File: src/hw/rtl/bank_tag_slot_cache_unit_assert.svh
// assertion macros used by the slot cache top module
`ifndef BANK_TAG_SLOT_CACHE_UNIT_ASSERT_SVH
`define BANK_TAG_SLOT_CACHE_UNIT_ASSERT_SVH

// same-cycle implication
`define BTS_ASSERT_NOW(label, ante, cons, msg) \
	label: assert property (@(posedge clk) disable iff (!arst_n) (ante) |-> (cons)) \
		else $error(msg);

// next-cycle implication
`define BTS_ASSERT_NEXT(label, ante, cons, msg) \
	label: assert property (@(posedge clk) disable iff (!arst_n) (ante) |=> (cons)) \
		else $error(msg);

`endif

File: src/hw/rtl/bts_pkg.sv
// ----------------------------------------------------------------------------
// bts_pkg
// types and constants of the bank-tagged slot cache
// ----------------------------------------------------------------------------
package bts_pkg;

	localparam int ADDR_W    = 16;
	localparam int BANK_W    = 9;
	localparam int AGE_W     = 32;
	localparam int SLOT_W    = 3;
	localparam int SLOTS_DEF = 8;

	localparam logic [ADDR_W-1:0] LOW_REGION  = 16'h4000;
	localparam logic [ADDR_W-1:0] ADDR_RESET  = '1;
	localparam logic [BANK_W-1:0] BANK_RESET  = '0;
	localparam logic [AGE_W-1:0]  AGE_RESET   = '0;
	localparam logic [AGE_W-1:0]  COUNT_RESET = 32'd1;

	localparam logic CMD_LOOKUP = 1'b0;
	localparam logic CMD_ALLOC  = 1'b1;

	typedef struct packed {
		logic              cmd;
		logic [ADDR_W-1:0] address;
		logic [BANK_W-1:0] bank;
	} req_t;

	typedef struct packed {
		logic              found;
		logic [SLOT_W-1:0] slot_index;
		logic              is_new;
	} rsp_t;

	// query token walking the cell row
	typedef struct packed {
		logic              valid;
		logic              cmd;
		logic [ADDR_W-1:0] address;
		logic [BANK_W-1:0] bank;
		logic              hit;
		logic [AGE_W-1:0]  best;
	} tok_t;

	// allocation write broadcast to all cells
	typedef struct packed {
		logic              en;
		logic [ADDR_W-1:0] address;
		logic [BANK_W-1:0] bank;
		logic [AGE_W-1:0]  age;
	} wr_t;

	typedef enum logic [1:0] {
		ST_IDLE,
		ST_SCAN,
		ST_DONE
	} state_t;

endpackage

File: src/hw/rtl/bts_cell.sv
// ----------------------------------------------------------------------------
// bts_cell
// one slot of the table: holds its tags and age, compares the passing token
// ----------------------------------------------------------------------------
module bts_cell #(
	parameter int IW       = 3,
	parameter int CELL_IDX = 0
) (
	input  logic                      clk,
	input  logic                      arst_n,
	input  bts_pkg::tok_t             tok_in,
	input  logic [IW-1:0]             hit_idx_in,
	input  logic [IW-1:0]             vic_in,
	input  bts_pkg::wr_t              wr,
	input  logic [IW-1:0]             wr_idx,
	input  logic [bts_pkg::AGE_W-1:0] age_counter,
	output bts_pkg::tok_t             tok_out,
	output logic [IW-1:0]             hit_idx_out,
	output logic [IW-1:0]             vic_out
);

	localparam logic [IW-1:0] MY_IDX = IW'(CELL_IDX);

	logic [bts_pkg::ADDR_W-1:0] tag_address_q;
	logic [bts_pkg::BANK_W-1:0] tag_bank_q;
	logic [bts_pkg::AGE_W-1:0]  slot_age_q;

	bts_pkg::tok_t              tok_d;
	bts_pkg::tok_t              tok_q;
	logic [IW-1:0]              hit_idx_d;
	logic [IW-1:0]              hit_idx_q;
	logic [IW-1:0]              vic_d;
	logic [IW-1:0]              vic_q;
	logic                       match;
	logic [bts_pkg::AGE_W-1:0]  age_gap;

	always_comb begin
		match     = (tag_address_q == tok_in.address) && (tag_bank_q == tok_in.bank);
		age_gap   = age_counter - slot_age_q;
		tok_d     = tok_in;
		hit_idx_d = hit_idx_in;
		vic_d     = vic_in;
		if (!tok_in.hit) begin
			if (match) begin
				tok_d.hit = 1'b1;
				hit_idx_d = MY_IDX;
			end else if ((tok_in.cmd == bts_pkg::CMD_ALLOC) && (age_gap > tok_in.best)) begin
				tok_d.best = age_gap;
				vic_d      = MY_IDX;
			end
		end
	end

	// slot storage
	always_ff @(posedge clk or negedge arst_n) begin
		if (!arst_n) begin
			tag_address_q <= bts_pkg::ADDR_RESET;
			tag_bank_q    <= bts_pkg::BANK_RESET;
			slot_age_q    <= bts_pkg::AGE_RESET;
		end else if (wr.en && (wr_idx == MY_IDX)) begin
			tag_address_q <= wr.address;
			tag_bank_q    <= wr.bank;
			slot_age_q    <= wr.age;
		end
	end

	always_ff @(posedge clk or negedge arst_n) begin
		if (!arst_n) begin
			tok_q     <= '0;
			hit_idx_q <= '0;
			vic_q     <= '0;
		end else begin
			tok_q     <= tok_d;
			hit_idx_q <= hit_idx_d;
			vic_q     <= vic_d;
		end
	end

	assign tok_out     = tok_q;
	assign hit_idx_out = hit_idx_q;
	assign vic_out     = vic_q;

endmodule

File: src/hw/rtl/bank_tag_slot_cache_unit.sv
// ----------------------------------------------------------------------------
// bank_tag_slot_cache_unit
// fully associative (address, bank) slot cache with age-based allocation
// ----------------------------------------------------------------------------
// A request walks a row of SLOTS cells, one slot per cycle, collecting the
// first tag match and the oldest slot by modular age distance. The request
// is registered as the query token, the token passes through the cell row,
// an allocation then writes the victim slot while the response is staged,
// and the staged response moves into the output register once that register
// is empty or its response is being taken. One request is in flight at a
// time; the next is accepted once the staged response has moved to the
// output register, even while that register still waits on rsp_stall.
// Addresses below 0x4000 are looked up with bank 0.
module bank_tag_slot_cache_unit #(
	parameter int SLOTS = bts_pkg::SLOTS_DEF
) (
	input  logic          clk,
	input  logic          arst_n,
	input  logic          req_valid,
	output logic          req_stall,
	input  bts_pkg::req_t req,
	output logic          rsp_valid,
	input  logic          rsp_stall,
	output bts_pkg::rsp_t rsp
);

	`include "bank_tag_slot_cache_unit_assert.svh"

	localparam int IW = (SLOTS > 1) ? $clog2(SLOTS) : 1;

	bts_pkg::state_t            state_q;
	bts_pkg::state_t            state_d;
	bts_pkg::tok_t              tok_q;
	bts_pkg::tok_t              chain [SLOTS+1];
	logic [IW-1:0]              hit_c [SLOTS+1];
	logic [IW-1:0]              vic_c [SLOTS+1];
	logic [SLOTS:0]             tok_valid_vec;
	bts_pkg::wr_t               wr;
	logic [IW-1:0]              wr_idx;
	logic [bts_pkg::AGE_W-1:0]  age_counter_q;
	bts_pkg::rsp_t              pend_d;
	bts_pkg::rsp_t              pend_q;
	bts_pkg::rsp_t              rsp_q;
	logic                       rsp_valid_q;
	logic                       accept;
	logic                       fin;
	logic                       move;
	logic                       rsp_take;

	assign accept   = req_valid && !req_stall;
	assign fin      = chain[SLOTS].valid;
	assign rsp_take = rsp_valid_q && !rsp_stall;

	// next state
	always_comb begin
		state_d = state_q;
		case (state_q)
			bts_pkg::ST_IDLE: if (req_valid) state_d = bts_pkg::ST_SCAN;
			bts_pkg::ST_SCAN: if (fin) state_d = bts_pkg::ST_DONE;
			bts_pkg::ST_DONE: if (!rsp_valid_q || !rsp_stall) state_d = bts_pkg::ST_IDLE;
			default:          state_d = bts_pkg::ST_IDLE;
		endcase
	end

	// outputs of the state machine
	always_comb begin
		req_stall = 1'b1;
		move      = 1'b0;
		case (state_q)
			bts_pkg::ST_IDLE: req_stall = 1'b0;
			bts_pkg::ST_SCAN: req_stall = 1'b1;
			bts_pkg::ST_DONE: move      = !rsp_valid_q || !rsp_stall;
			default:          req_stall = 1'b1;
		endcase
	end

	always_ff @(posedge clk or negedge arst_n) begin
		if (!arst_n) begin
			state_q <= bts_pkg::ST_IDLE;
		end else begin
			state_q <= state_d;
		end
	end

	// query token injection
	always_ff @(posedge clk or negedge arst_n) begin
		if (!arst_n) begin
			tok_q <= '0;
		end else begin
			tok_q.valid <= accept;
			if (accept) begin
				tok_q.cmd     <= req.cmd;
				tok_q.address <= req.address;
				tok_q.bank    <= (req.address < bts_pkg::LOW_REGION) ? '0 : req.bank;
				tok_q.hit     <= 1'b0;
				tok_q.best    <= '0;
			end
		end
	end

	assign chain[0] = tok_q;
	assign hit_c[0] = '0;
	assign vic_c[0] = '0;

	for (genvar i = 0; i < SLOTS; i++) begin : g_cell
		bts_cell #(
			.IW       (IW),
			.CELL_IDX (i)
		) u_cell (
			.clk         (clk),
			.arst_n      (arst_n),
			.tok_in      (chain[i]),
			.hit_idx_in  (hit_c[i]),
			.vic_in      (vic_c[i]),
			.wr          (wr),
			.wr_idx      (wr_idx),
			.age_counter (age_counter_q),
			.tok_out     (chain[i+1]),
			.hit_idx_out (hit_c[i+1]),
			.vic_out     (vic_c[i+1])
		);
	end

	for (genvar i = 0; i <= SLOTS; i++) begin : g_vld
		assign tok_valid_vec[i] = chain[i].valid;
	end

	// allocation write and response staging
	always_comb begin
		wr.en      = fin && (chain[SLOTS].cmd == bts_pkg::CMD_ALLOC) && !chain[SLOTS].hit;
		wr.address = chain[SLOTS].address;
		wr.bank    = chain[SLOTS].bank;
		wr.age     = age_counter_q;
		wr_idx     = vic_c[SLOTS];

		pend_d.found      = chain[SLOTS].hit || (chain[SLOTS].cmd == bts_pkg::CMD_ALLOC);
		pend_d.is_new     = !chain[SLOTS].hit && (chain[SLOTS].cmd == bts_pkg::CMD_ALLOC);
		pend_d.slot_index = '0;
		if (chain[SLOTS].hit) begin
			pend_d.slot_index = bts_pkg::SLOT_W'(hit_c[SLOTS]);
		end else if (chain[SLOTS].cmd == bts_pkg::CMD_ALLOC) begin
			pend_d.slot_index = bts_pkg::SLOT_W'(vic_c[SLOTS]);
		end
	end

	always_ff @(posedge clk or negedge arst_n) begin
		if (!arst_n) begin
			age_counter_q <= bts_pkg::COUNT_RESET;
		end else if (wr.en) begin
			age_counter_q <= age_counter_q + 32'd1;
		end
	end

	always_ff @(posedge clk) begin
		if (fin) begin
			pend_q <= pend_d;
		end
		if (move) begin
			rsp_q <= pend_q;
		end
	end

	// output register
	always_ff @(posedge clk or negedge arst_n) begin
		if (!arst_n) begin
			rsp_valid_q <= 1'b0;
		end else if (move) begin
			rsp_valid_q <= 1'b1;
		end else if (rsp_take) begin
			rsp_valid_q <= 1'b0;
		end
	end

	assign rsp_valid = rsp_valid_q;
	assign rsp       = rsp_q;

	`BTS_ASSERT_NOW(a_fin_in_scan, fin, state_q == bts_pkg::ST_SCAN, "token left row outside scan")
	`BTS_ASSERT_NOW(a_one_token, 1'b1, $onehot0(tok_valid_vec), "more than one query token")
	`BTS_ASSERT_NEXT(a_count_step, wr.en, age_counter_q == $past(age_counter_q) + 32'd1, "no step")
	`BTS_ASSERT_NOW(a_new_found, rsp_valid_q && rsp_q.is_new, rsp_q.found, "new slot without found")

endmodule

File: config.mk
export PLATFORM = sky130hd
export DESIGN_NAME = bank_tag_slot_cache_unit
export DESIGN_NICKNAME = d
export VERILOG_FILES = /design/src/hw/rtl/bts_pkg.sv /design/src/hw/rtl/bts_cell.sv /design/src/hw/rtl/bank_tag_slot_cache_unit.sv
export VERILOG_INCLUDE_DIRS = /design/src /design/src/hw/rtl
export SDC_FILE = /design/constraint.sdc
export NUM_CORES = 2
export LEC_CHECK = 0
export ABC_AREA = 1
export BUFFER_PORTS_ARGS = -buffer_cell sky130_fd_sc_hd__buf_2
export CAP_MARGIN = 15
export CORE_ASPECT_RATIO = 1.5
export CORE_MARGIN = 1.5
export CORE_UTILIZATION = 35
export CTS_BUF_LIST = sky130_fd_sc_hd__clkbuf_2
export CTS_CLUSTER_DIAMETER = 80
export DETAILED_ROUTE_END_ITERATION = 8
export MAX_ROUTING_LAYER = met4
export SETUP_SLACK_MARGIN = 0.02
export SLEW_MARGIN = 10
export SYNTH_ARGS = -nofsm -noshare
export SYNTH_HDL_FRONTEND = slang
export SYNTH_SLANG_ARGS = --single-unit
File: constraint.sdc
create_clock -name clk -period 8.6 [get_ports clk]
set_input_delay 1.72 -clock clk [delete_from_list [all_inputs] [get_ports clk]]
set_output_delay 1.72 -clock clk [all_outputs]
set_load 0.02 [all_outputs]
==> metrics.md <==
| Metric | Value |
|---|---|
| Status | `completed` |
| # clock sinks | `1010` |
| Setup TNS Final | `0 ps` |
| Max_cap viols | `0` |
| Critical path origin | `age_counter_q[0]` |
| Global-route wire length before repair | `282000 um` |
| Pwr Density | `380 nW/um^2` |
| Top post-synthesis cells by count | `nand2_1 (1742), inv_1 (977), dfrtp_1 (871), o21ai_0 (752), ha_1 (473)` |
| Period utilization | `0.719` |
| Layout cell share with drive strength beyond 1 | `0.0953` |
| Post-route DRC | `0` |
| Initial core utilization | `0.353` |
| CTS tree | `built` |
| Peak supply drop | `0.276 mV` |
| Syn Nets | `7458` |
| Skew-Pair Late Insertion Delay | `1770 ps` |
| GR Util All Layers | `0.232` |
| Worst R2R Setup Slack | `2410 ps` |
| Largest net degree at the start of global routing | `158` |
| Area of the multi-input gates | `27400 sq um` |
| Worst reg2reg path endpoint | `g_cell[3].u_cell.tok_out[23]` |
| Syn-to-layout area delta | `9.15%` |
| Number of core rows | `181` |
| Final ANT Viol Nets | `0` |
| Fillers | `16881` |
| GPL Wtd Cong | `0.987` |
| Grt ovf | `0` |
| Die W | `333 um` |
| Measured slew at the worst slew-check pin | `1190 ps` |
| Post-synth EDFFs | `10` |
| Critical R2R Launch | `age_counter_q[0]` |
| CTS Buf Count | `276` |
| Initial DRC count | `2393` |
| Setup Fix Bufs, Post-CTS | `0` |
| WL/cell | `19.6 um` |
| Synth top area share | `0.381` |
| Most common cell in the netlist | `nand2_1` |
| Longest Clk Path Bufs | `4` |
| Worst setup path end | `g_cell[3].u_cell.tok_out[23]` |
| Ys Warns | `0` |
| Slew Viols, Final | `0` |
| R2R depth | `19` |
| Area contributors post-synth | `dfrtp_1 (38%), nand2_1 (11%), ha_1 (10%)` |
| I/O Pins | `37` |
| Mapped cell area | `57200 sq um` |
| Via count | `46857` |
| Vias per Instance | `4.94` |
| Setup violators final | `0` |
| Minimum clock period | `6190 ps` |
| Vias in the first global route | `50014` |
| Cell Chain, Critical Path | `inv_1 > ha_1 > inv_1 > nand3_1 > nand2_1 > a21boi_0 > o21ai_1 > nand4_1 > o211ai_1 > xor2_1 > ha_1 > nand2_1 > nor2_1 > nand2_1 > nor4_1 > nand2_1 > a21oi_4 > buf_4 > o21ai_0` |
| Yosys reg bits | `1010` |
| Top_reg_cell synth | `dfrtp_1` |
| # hold bufs at CTS | `12` |
| Total power | `23.7 mW` |
| P_leak | `31.8 nW` |
| Largest area contributor in the netlist | `dfrtp_1` |
| Cells resized by post-CTS repair | `0` |
| Critical-path maximum fanout | `37` |
| Sequential element share of the synthesized area | `0.445` |
| Die Y | `498 um` |
| Final hold violations | `0` |
| Highest clock rate | `0.162 GHz` |
| CP Class | `reg2reg` |
| Crit path launch type | `flop` |
| Worst EP required | `10020 ps` |
| DP HPWL | `149000 um` |
| Max incr delay on CP | `700 ps` |
| Post-Syn Instances | `6947` |
| Clock-pin slew on the worst setup and hold paths | `90 ps` |
| Worst Hold Class | `in2reg` |
| Total Wirelength | `186000 um` |
| Yosys cell types | `57` |
| Post-Route Skew | `222 ps` |
| Slowest cell on crit path | `nor4_1` |
| Endpoint class of the critical path | `flop` |
| Port bufs | `36` |
| Hold WS | `244 ps` |
| RSZ-0062 raised after global routing | `no` |
| Die ar. | `166000 sq um` |
| Worst slack at placement | `2440 ps` |
| Syn avg cell area | `8.24 sq um` |
| Clk root buf | `clkbuf_2` |
| H-tree depth | `5` |
| Cell repeated most along the worst path | `nand2_1` |
| Sequential cell area | `25500 sq um` |
| Max-slew headroom at the worst pin | `0.196` |
| Critical Path AT | `7600 ps` |
| Core area | `162000 sq um` |
| Worst setup margin | `2410 ps` |
| Pre-antenna DRT Iters | `7` |
| Asr flop ratio synth | `0.990` |
| Final layout net count | `7695` |
| Initial antenna violation count | `3` |
[where the power goes]
| group | switching (mW) | total, mW | internal [mW] |
|---|---|---|---|
| sequential | 0.823 | 7.06 | 6.24 |
| clock | 2.05 | 3.39 | 1.34 |
| combinational | 8.77 | 13.3 | 4.51 |
[worst max-delay path: cells and delay by family, from the launching register on]
kind                       cells  cell delay (ps)
and+or+nand+nor                8             1910
AOI/OAI and AO/OA              5             1820
buffers and inverters          3              800
adders and majority gates      2              680
DFF                            1              570
xor gates and xnor gates       1              210
[state kept, by name (all words and copies together), names as in the netlist]
signal / count
g_cell.u_cell.vic_out: 17
age_counter_q: 32
rsp_valid: 1
g_cell.u_cell.tag_address_q: 128
state_q: 2
g_cell.u_cell.hit_idx_out: 17
g_cell.u_cell.tok_out: 448
g_cell.u_cell.slot_age_q: 256
rsp: 5
chain: 27
pend_q: 5
g_cell.u_cell.tag_bank_q: 72
[layer usage]
layer / track usage / vias to the layer above / part of all wire
li1: - / 23064 / -
met1: 0.207 / 22160 / 0.34
met2: 0.445 / 1054 / 0.55
met3: 0.0304 / 579 / 0.031
met4: 0.163 / 0 / 0.078
met5: - / - / 0
[cells by family (layout without fill, tap and decap cells)]
logic type / Yosys count / count (layout) / synth area share
XOR/XNOR: 426 / 426 / 0.0652
AND/OR/NAND/NOR: 2567 / 2567 / 0.183
other: 0 / 8 / 0
AO/OA/AOI/OAI: 1324 / 1324 / 0.124
buffers and inverters: 1139 / 1562 / 0.0761
adder cells (fa/ha/maj): 481 / 481 / 0.106
flip-flops: 1010 / 1010 / 0.445
[stage by stage]
step,utilization,cell area (sq um),cells
floorplan,-,57200,6947
detailed placement,0.370,60000,8998
global placement,0.370,60000,8998
finish,0.385,62400,9482
global route,0.385,62400,9477
CTS,0.385,62400,9474
[layout by cell type (no fill, tap or decap), types with 5 or more instances in the layout]
master	synthesis	layout
a211oi_1	12	12
diode_2	0	8
a21oi_1	381	381
buf_12	0	5
nand3b_1	9	9
clkbuf_2	2	391
clkinv_1	1	47
a21o_1	26	26
o21bai_1	28	28
buf_4	1	62
nand3_1	168	168
o21a_1	20	20
and2_1	6	6
fa_1	8	8
o221ai_1	15	15
o211ai_1	13	13
inv_2	5	10
a21boi_0	27	27
a31oi_1	24	24
xnor2_1	157	157
nor2_2	7	7
dfrtp_1	871	871
dfstp_2	129	129
nor3_1	57	57
nor4_1	45	45
dlygate4sd3_1	0	12
xor2_1	269	269
buf_2	38	35
or2_2	24	24
nor2_1	401	401
nand2_1	1742	1742
inv_1	977	977
edfxtp_1	10	10
nand4_1	87	87
o21ai_1	8	8
ha_1	473	473
o21ai_0	752	752
clkinv_2	0	18
[layout make-up]
type | count | area share
tap | 2104 | 0.0422
multi-input combinational | 4798 | 0.439
clock buffer | 391 | 0.0313
timing repair buffer | 115 | 0.0140
antenna | 8 | 0.000321
clock inverter | 73 | 0.00643
sequential | 1010 | 0.408
inverter | 983 | 0.0591
[worst min-delay path by stage]
stage | start | to | cells past startpoint
2_1_floorplan | chain[539] | g_cell[0].u_cell.tok_out[59] | 0
4_1_cts | req[13] | chain[526] | 3
3_3_place_gp | g_cell[6].u_cell.tok_out[59] | g_cell[7].u_cell.tok_out[59] | 0
3_5_place_dp | g_cell[6].u_cell.tok_out[59] | g_cell[7].u_cell.tok_out[59] | 0
6_report | req[1] | chain[514] | 3
5_1_grt | req[10] | chain[523] | 3
(Power assumes the default switching activity.)
